<file path="src/sv/shfr_pkg.sv">
`timescale 1ns / 1ps

package shfr_pkg;

  localparam int FuncW    = 2;
  localparam int ByteW    = 8;
  localparam int LenW     = 11;
  localparam int IndexW   = 10;
  localparam int TimeoutW = 24;
  localparam int SyncLen  = 4;

  localparam int MaxFrameDefault = 1024;

  localparam logic [TimeoutW-1:0] TimeoutReset = TimeoutW'(83332);
  localparam logic [TimeoutW-1:0] ElapsedMax   = {TimeoutW{1'b1}};

  localparam logic [FuncW-1:0] FUNC_START = 2'd0;
  localparam logic [FuncW-1:0] FUNC_BYTE  = 2'd1;
  localparam logic [FuncW-1:0] FUNC_TICK  = 2'd2;

  typedef struct packed {
    logic [FuncW-1:0] func;
    logic [ByteW-1:0] byte_in;
    logic [LenW-1:0]  frame_length;
  } in_item_t;

  typedef struct packed {
    logic [ByteW-1:0]  data_byte;
    logic [IndexW-1:0] data_index;
    logic              data_valid;
    logic              frame_done;
    logic              timed_out;
    logic              spoken_to;
  } result_t;

  function automatic logic [ByteW-1:0] sync_byte(input logic [1:0] idx);
    logic [ByteW-1:0] b;
    case (idx)
      2'd0:    b = 8'h48;
      2'd1:    b = 8'hFA;
      2'd2:    b = 8'hF3;
      default: b = 8'h20;
    endcase
    return b;
  endfunction

endpackage

</file>
<file path="src/sv/sync_header_frame_receiver_top.sv">
// a request is registered in the input stage, its result in the output stage on m_axis
// throughput: one request per cycle unless m_axis stalls; every item handled in one pass
// each item's match, count and compare work sits between the input and result registers
// reset: synchronous rst clears both stages, frame state and spoken-to flag
// reset: timeout register returns to 83332 ticks
`timescale 1ns / 1ps

module sync_header_frame_receiver_top
  import shfr_pkg::*;
#(
  parameter int MAX_FRAME = MaxFrameDefault
) (
  input  logic                clk,
  input  logic                rst,
  input  logic                s_axis_tvalid,
  output logic                s_axis_tready,
  input  logic [23:0]         s_axis_tdata,   // byte_in[7:0], frame_length[18:8], zero fill
  input  logic [FuncW-1:0]    s_axis_tuser,   // func[1:0]
  output logic                m_axis_tvalid,
  input  logic                m_axis_tready,
  output logic [23:0]         m_axis_tdata,   // data_byte[7:0], data_index[17:8],
                                              // timed_out[18], spoken_to[19],
                                              // zero fill
  output logic                m_axis_tuser,   // data_valid[0]
  output logic                m_axis_tlast,
  input  logic                cfg_valid,
  output logic                cfg_ready,
  input  logic [TimeoutW-1:0] cfg_data
);

  in_item_t in_item, stage_item;
  result_t  core_result, out_result;
  logic     stage_valid, core_ready;

  assign in_item.func         = s_axis_tuser;
  assign in_item.byte_in      = s_axis_tdata[7:0];
  assign in_item.frame_length = s_axis_tdata[18:8];

  assign cfg_ready = 1'b1;

  shfr_in_stage u_in_stage (
    .clk       (clk),
    .rst       (rst),
    .in_valid  (s_axis_tvalid),
    .in_ready  (s_axis_tready),
    .in_item   (in_item),
    .out_valid (stage_valid),
    .out_ready (core_ready),
    .out_item  (stage_item)
  );

  shfr_core #(
    .MAX_FRAME (MAX_FRAME)
  ) u_core (
    .clk       (clk),
    .rst       (rst),
    .cfg_write (cfg_valid && cfg_ready),
    .cfg_data  (cfg_data),
    .step      (stage_valid && core_ready),
    .item      (stage_item),
    .result    (core_result)
  );

  shfr_out_stage u_out_stage (
    .clk        (clk),
    .rst        (rst),
    .in_valid   (stage_valid),
    .in_ready   (core_ready),
    .in_result  (core_result),
    .out_valid  (m_axis_tvalid),
    .out_ready  (m_axis_tready),
    .out_result (out_result)
  );

  assign m_axis_tdata = {4'b0000, out_result.spoken_to, out_result.timed_out,
                         out_result.data_index, out_result.data_byte};
  assign m_axis_tuser = out_result.data_valid;
  assign m_axis_tlast = out_result.frame_done;

endmodule

</file>
<file path="src/sv/shfr_in_stage.sv">
`timescale 1ns / 1ps

module shfr_in_stage
  import shfr_pkg::*;
(
  input  logic     clk,
  input  logic     rst,
  input  logic     in_valid,
  output logic     in_ready,
  input  in_item_t in_item,
  output logic     out_valid,
  input  logic     out_ready,
  output in_item_t out_item
);

  logic     valid;
  in_item_t item;

  assign in_ready  = !valid || out_ready;
  assign out_valid = valid;
  assign out_item  = item;

  always_ff @(posedge clk) begin
    if (rst) begin
      valid <= 1'b0;
    end else if (in_ready) begin
      valid <= in_valid;
    end
  end

  always_ff @(posedge clk) begin
    if (in_valid && in_ready) begin
      item <= in_item;
    end
  end

endmodule

</file>
<file path="src/sv/shfr_core.sv">
`timescale 1ns / 1ps

module shfr_core
  import shfr_pkg::*;
#(
  parameter int MAX_FRAME = MaxFrameDefault
) (
  input  logic                clk,
  input  logic                rst,
  input  logic                cfg_write,
  input  logic [TimeoutW-1:0] cfg_data,
  input  logic                step,
  input  in_item_t            item,
  output result_t             result
);

  logic [LenW-1:0]     position, position_next;
  logic [LenW-1:0]     target_length, target_length_next;
  logic [TimeoutW-1:0] elapsed, elapsed_next;
  logic                armed, armed_next;
  logic                spoken_flag, spoken_flag_next;
  logic [TimeoutW-1:0] timeout_ticks;

  logic [LenW-1:0] len_sat;
  logic            done;

  always_comb begin
    if (32'(item.frame_length) > 32'(MAX_FRAME)) begin
      len_sat = LenW'(MAX_FRAME);
    end else begin
      len_sat = item.frame_length;
    end
  end

  always_comb begin
    position_next      = position;
    target_length_next = target_length;
    elapsed_next       = elapsed;
    armed_next         = armed;
    spoken_flag_next   = spoken_flag;
    result             = '0;
    done               = 1'b0;

    case (item.func)
      FUNC_START: begin
        target_length_next = len_sat;
        position_next      = '0;
        elapsed_next       = '0;
        armed_next         = 1'b1;
        done               = (len_sat == '0);
      end
      FUNC_BYTE: begin
        if (armed) begin
          if (position < LenW'(SyncLen)) begin
            if (item.byte_in == sync_byte(position[1:0])) begin
              position_next = position + 1'b1;
            end else begin
              position_next = '0;
            end
          end else begin
            result.data_byte  = item.byte_in;
            result.data_index = position[IndexW-1:0];
            result.data_valid = 1'b1;
            position_next     = position + 1'b1;
          end
          done = (position_next >= target_length);
        end
      end
      FUNC_TICK: begin
        if (armed) begin
          if (elapsed != ElapsedMax) begin
            elapsed_next = elapsed + 1'b1;
          end
          if (spoken_flag && (elapsed_next > timeout_ticks)) begin
            armed_next       = 1'b0;
            result.timed_out = 1'b1;
          end
        end
      end
      default: begin
      end
    endcase

    if (done) begin
      armed_next        = 1'b0;
      spoken_flag_next  = 1'b1;
      result.frame_done = 1'b1;
    end
    result.spoken_to = spoken_flag_next;
  end

  always_ff @(posedge clk) begin
    if (rst) begin
      position      <= '0;
      target_length <= '0;
      elapsed       <= '0;
      armed         <= 1'b0;
      spoken_flag   <= 1'b0;
    end else if (step) begin
      position      <= position_next;
      target_length <= target_length_next;
      elapsed       <= elapsed_next;
      armed         <= armed_next;
      spoken_flag   <= spoken_flag_next;
    end
  end

  always_ff @(posedge clk) begin
    if (rst) begin
      timeout_ticks <= TimeoutReset;
    end else if (cfg_write) begin
      timeout_ticks <= cfg_data;
    end
  end

endmodule

</file>
<file path="src/sv/shfr_out_stage.sv">
`timescale 1ns / 1ps

module shfr_out_stage
  import shfr_pkg::*;
(
  input  logic    clk,
  input  logic    rst,
  input  logic    in_valid,
  output logic    in_ready,
  input  result_t in_result,
  output logic    out_valid,
  input  logic    out_ready,
  output result_t out_result
);

  logic    valid;
  result_t held;

  assign in_ready   = !valid || out_ready;
  assign out_valid  = valid;
  assign out_result = held;

  always_ff @(posedge clk) begin
    if (rst) begin
      valid <= 1'b0;
    end else if (in_ready) begin
      valid <= in_valid;
    end
  end

  always_ff @(posedge clk) begin
    if (in_valid && in_ready) begin
      held <= in_result;
    end
  end

endmodule

</file>
<file path="config.mk">
export PLATFORM = sky130hd
export DESIGN_NAME = sync_header_frame_receiver_top
export DESIGN_NICKNAME = d
export VERILOG_FILES = /design/src/sv/shfr_pkg.sv /design/src/sv/sync_header_frame_receiver_top.sv /design/src/sv/shfr_in_stage.sv /design/src/sv/shfr_core.sv /design/src/sv/shfr_out_stage.sv
export SDC_FILE = /design/constraint.sdc
export NUM_CORES = 1
export LEC_CHECK = 0
export CORE_UTILIZATION = 55
export CTS_CLUSTER_DIAMETER = 100
export DETAILED_ROUTE_END_ITERATION = 12
export DONT_BUFFER_PORTS = 1
export PLACE_DENSITY = 0.71
export SLEW_MARGIN = 30
export SYNTH_ARGS = -nofsm -noshare
export SYNTH_HDL_FRONTEND = slang
export SYNTH_HIERARCHICAL = 1
export SYNTH_SLANG_ARGS = --single-unit
</file>
<file path="constraint.sdc">
create_clock -name clk -period 9.5 [get_ports clk]
set_input_delay 0.95 -clock clk [delete_from_list [all_inputs] [get_ports clk]]
set_output_delay 0.95 -clock clk [all_outputs]
set_load 0.02 [all_outputs]
</file>
# After elaboration in Yosys (flattened, before gate mapping)
# Cells that the tools add are included.
[classes]
n_reduce_logical = 20
eq_ne = 8
mux = 26
order_cmp = 4
addsub = 2
n_bitwise = 2
[ops]
columns = ["op", "n"]
rows = [
  ["$mux W24", 4],
  ["$mux W11", 6],
  ["$pmux W24 S2", 1],
  ["$add A24 B1 Y24 const B", 1],
  ["$gt A24 B24 Y1", 1],
  ["$mux W8", 3],
  ["$ne A24 B24 Y1 const B", 1],
  ["$pmux W8 S3", 1],
  ["$pmux W11 S2", 1],
  ["$add A11 B1 Y11 const B", 1],
  ["$ge A11 B11 Y1", 1],
  ["$gt A11 B11 Y1 const B", 1],
  ["$logic_not A11 Y1", 1],
  ["$lt A11 B3 Y1 const B", 1],
  ["$eq A8 B8 Y1", 1],
  ["$mux W1", 8],
  ["$reduce_and A2 Y1", 4],
  ["$reduce_and A3 Y1", 2],
  ["$eq A2 B1 Y1 const B", 2],
  ["$eq A2 B2 Y1 const B", 2],
  ["$logic_not A2 Y1", 2],
  ["$ne A2 B1 Y1 const B", 2],
  ["$pmux W1 S2", 2],
  ["$reduce_bool A2 Y1", 2],
  ["other kinds (6)", 11],
]
[word_totals]
in_bits = 55
out_inout_bits = 29
elab_cells = 79
reg_bits = 117

# Logic depth before layout (Yosys ltp)
[logic_depth]
depth_word = 15
mapped_depth = 14
ltp_nobuf = 14

# Cells and area by module
# The synthesis kept the hierarchy.
[modules_own_cells]
columns = ["mod", "cells_each", "area_per_inst_um2", "instances", "seq_area_each_um2"]
rows = [
  ["shfr_core", 596, 4709.5, 1, 1441.4],
  ["shfr_out_stage", 27, 715.7, 1, 680.7],
  ["shfr_in_stage", 26, 685.7, 1, 650.6],
  ["sync_header_frame_receiver_top", 8, 51.3, 1, 0.0],
]

# Worst setup path before layout
# No wires, ideal clock.
[synth_timing]
path_kind = "register -> register"
start = "register u_core.elapsed[0]"
end = "register u_out_stage.held, in the netlist u_out_stage/out_result[1] (data pin)"
arrival_ns = 3.037
setup_time_ns = 0.256
slack_ns = 6.207
stages_incl_launch_ff = 15
period_less_slack_ns = 3.293
required_ns = 9.244
path_buffers = 1
path_cell_list = "dfxtp_1 -> ha_1 -> buf_2 -> nand3_1 -> nor3_1 -> a2111oi_4 -> nand4_1 -> xnor2_1 -> ha_1 -> a21o_1 -> nand3_1 -> a211oi_1 -> a221o_1 -> a2111o_1 -> and4_1"
[synth_between]
elab_chain_cells = 7
word_cells_on_any_way = 8
cone_classes = "1 x add/sub; 1 x order compare; 1 x eq/ne; 4 x mux; 1 x reduce/logical"
[synth_rtl]
columns = ["element", "line_no", "text"]
rows = [
  ["start: declaration", "shfr_core.sv:19", "logic [TimeoutW-1:0] elapsed, elapsed_next;"],
  ["start signal: assignment", "shfr_core.sv:102", "elapsed <= elapsed_next;"],
  ["$add A24 B1 Y24 / $ne A24 B24 Y1 (equally long branches)", "shfr_core.sv:72, shfr_core.sv:71", ""],
  ["$mux W24 (*)", "shfr_core.sv:71", "if (elapsed != ElapsedMax) begin"],
  ["$mux W24 (*)", "shfr_core.sv:70", "if (armed) begin"],
  ["$mux W24 (*)", "shfr_core.sv:44", "case (item.func)"],
  ["$gt A24 B24 Y1 (*)", "shfr_core.sv:74", "if (spoken_flag && (elapsed_next > timeout_ticks)) begin"],
  ["$logic_and A1 B1 Y1 (*)", "shfr_core.sv:74", ""],
  ["$mux W1 (*)", "shfr_core.sv:74", ""],
  ["end signal: assignment", "shfr_out_stage.sv:33", "held <= in_result;"],
  ["end: declaration", "shfr_out_stage.sv:17", "result_t held;"],
]
# Mark *: on every way between the ends. The rest lies on a longest branch, timed or not. The select of a mux whose other input is x is not followed.
# A chain may end at the register's enable or synchronous reset.

# Final worst setup path
# Ends and elaborated chain as after synthesis.

==> results.ini <==
[drt]
drt_first_pass_iters=5
dr.first_iter.drc_count=278
postRouteAntennaNets=0
vias_per_cell=5.86
vias=4672
postRouteWirelength_um=12900
drc=0
post_drt_wl_per_cell_um=16.2

[global_routing]
grt_pass1_wl_um=20800
track_usage_pct=23.6
antenna_found_initial=0
grt_start_max_net_pins=47
grt_pass1_vias=4384
grt_overflow=0

[finish]
nFillCells=920
finalNetCount=739
n_antenna_cell=0
drive_gt1_share_pct=6.39
syn2layout_area_growth_pct=9.14

[setup_path]
critPathCaptureType=flip-flop
cp_data_arrival_time_ps=4630
required_ps=9770
start_kind=flip-flop
criticalPathCategory=flip-flop to flip-flop
cp_max_fo=8

[run]
maxCapViolCount=0

[clocking]
clk_latency_ps=530
cts_sinks=117
htreeDepth=4
cts-buffers-inserted=17
clk_pin_slew_worst_paths_ps=60
hold_buffers=0
cts_resized=0
postCtsSetupRepairBufs=0
cts_tree=built
cts_buffer_depth=2
cts-root-buf=clkbuf_8

[floorplan]
die_w_um=108
rows=38
core_area_um2=10900
die_h_um=108
ioPinCount=84
die-area_um2=11600
initial_utilization_pct=56.6

[sta]
hold_ws_ps=446
setup_violations=0
setup_tns_ps=0
timing.fmax_mhz=230
rsz0062_at_grt=no
fin_crit_sh_pct=45.9
drv_slew=0
fin_skew_ps=9.57
worstMarginPinSlew_ps=878
period_minus_slack_ps=4360
hold_viol_final=0
max_slew_margin_pct=41.3

[power_and_ir_drop]
power.density_nw_per_um2=176
power.leakage_nw=2.59
peakVddDrop_v=0.000138

[outcome]
status=completed

[place]
gp_congestion=0.841
dp_hpwl_um=8920
portBuffers=0

[logic_synthesis]
synth-seq-cells=117
synth_edf_count=43
ys_seq_area_share_pct=45.0
netlist_area_um2=6160
synth_cell_types=61
dominantRegCellSynth=dfxtp_1
synth_warnings=6
avgSynthCellArea_um2=9.38
syn_inst=657
async_flop_share_pct=0

[hold_path]
hp-class=flip-flop to flip-flop

[per-stage QoR]
step	cell area, µm²	utilization, %	cells	worst slack (ps)	total power [mW]
finish	6730	61.8	797	5140	1.18
detailed placement	6190	56.8	765	5320	0.606
global route	6730	61.8	797	4860	1.22
CTS	6730	61.8	797	5190	1.19
floorplan	6170	-	660	6210	0.601
global placement	6190	56.8	765	5430	0.603
[cell families (layout without fill, tap and decap cells)]
| group | after synthesis | after routing | synth area share, % |
|---|---|---|---|
| AND/OR/NAND/NOR | 233 | 233 | 20.1 |
| adder cells (fa/ha/maj) | 40 | 40 | 8.12 |
| multiplexers | 18 | 18 | 2.92 |
| buffers and inverters | 86 | 83 | 5.81 |
| XOR/XNOR | 31 | 31 | 4.41 |
| AO/OA/AOI/OAI | 130 | 130 | 13.6 |
| other | 2 | 5 | 0.122 |
| flip-flops | 117 | 117 | 45.0 |
[cell usage in the layout (no fill, tap or decap), drive strengths merged, types with 6 or more instances in the layout]
cell    count
a21o        6
a21oi      52
a31oi      13
and2       27
clkbuf     21
clkinv      8
dfxtp      74
edfxtp     43
ha         40
inv        50
mux2i      18
nand2      54
nand2b      8
nand3      27
nand3b      7
nand4      17
nor2       54
nor3        8
nor4       10
o211ai      8
o21ai      19
xnor2      23
xor2        8
[worst paths after layout]
path / startpoint / end / slack [ps] / cells after the start
min reg2reg: u_core/target_length[10]$_SDFFE_PP0P_ / u_core/target_length[10]$_SDFFE_PP0P_ / 450 / 2
min: u_core/target_length[10]$_SDFFE_PP0P_ / u_core/target_length[10]$_SDFFE_PP0P_ / 450 / 2
max reg2reg: u_core/elapsed[0]$_SDFFE_PP0P_ / u_out_stage/out_result[1]$_DFFE_PP_ / 5140 / 11
max: u_core/elapsed[0]$_SDFFE_PP0P_ / u_out_stage/out_result[1]$_DFFE_PP_ / 5140 / 11
[synthesized netlist by cell type (all sizes together), types with 4 or more instances]
master / number / share of area (%)
nor3: 8 / 0.65
edfxtp: 43 / 21
a22o: 4 / 0.57
clkbuf: 24 / 1.5
and2: 27 / 2.8
nand3b: 7 / 0.85
inv: 50 / 3.0
a31oi: 13 / 1.3
a22oi: 4 / 0.49
mux2i: 18 / 2.9
dfxtp: 74 / 24
nand2: 54 / 3.3
nor4: 10 / 1.5
xor2: 8 / 1.1
and3: 4 / 0.41
ha: 40 / 8.1
a21oi: 52 / 4.3
buf: 12 / 1.3
nand3: 27 / 2.4
nand2b: 8 / 1.1
nor2: 54 / 3.3
xnor2: 23 / 3.3
nand4: 17 / 1.7
a21o: 6 / 0.73
o211ai: 8 / 0.97
or3: 4 / 0.41
o31ai: 5 / 0.61
o21ai: 19 / 1.5
[layout make-up]
cell class	count	area, µm²	area share [%]
sequential	117	2770	41.2
timing repair buffer	1	7.51	0.112
multi-input combinational	457	3040	45.2
clock inverter	11	110	1.64
clock buffer	21	429	6.38
tap	140	175	2.60
inverter	50	188	2.79
[sequential cells by signal (all words and copies together) (netlist names)]
signal,flops
u_core/elapsed,24
u_core/armed,1
u_out_stage/out_result,22
u_core/spoken_flag,1
u_core/timeout_ticks,24
u_core/target_length,11
u_core/position,11
u_in_stage/out_valid,1
u_out_stage/out_valid,1
u_in_stage/out_item,21
[report_power, final]
| group | switching, mW | leakage, nW | internal, mW | total [mW] |
|---|---|---|---|---|
| Sequential | 0.0159 | 1.00 | 0.539 | 0.554 |
| Combinational | 0.0255 | 1.33 | 0.0157 | 0.0412 |
| Clock | 0.218 | 0.267 | 0.369 | 0.587 |
| Total | 0.259 | 2.59 | 0.923 | 1.18 |
[critical path, cell delays in order, from the launching register on]
cell,delay [ps]
dfxtp_1,410
ha_1,360
nand3_1,260
nor4_1,640
nand4_1,310
nor2_1,200
xor2_1,250
ha_1,190
nand4_1,170
nor4_1,720
a311oi_1,270
and4_1,300
[per-layer routing]
metal	up-vias	routed length [µm]	GRT usage (%)
li1	2289	-	-
met1	2219	6210	31.3
met2	154	5780	35.7
met3	10	824	7.14
met4	0	121	9.69
met5	-	0	0
Note: power is estimated with default switching activity, not from simulation.
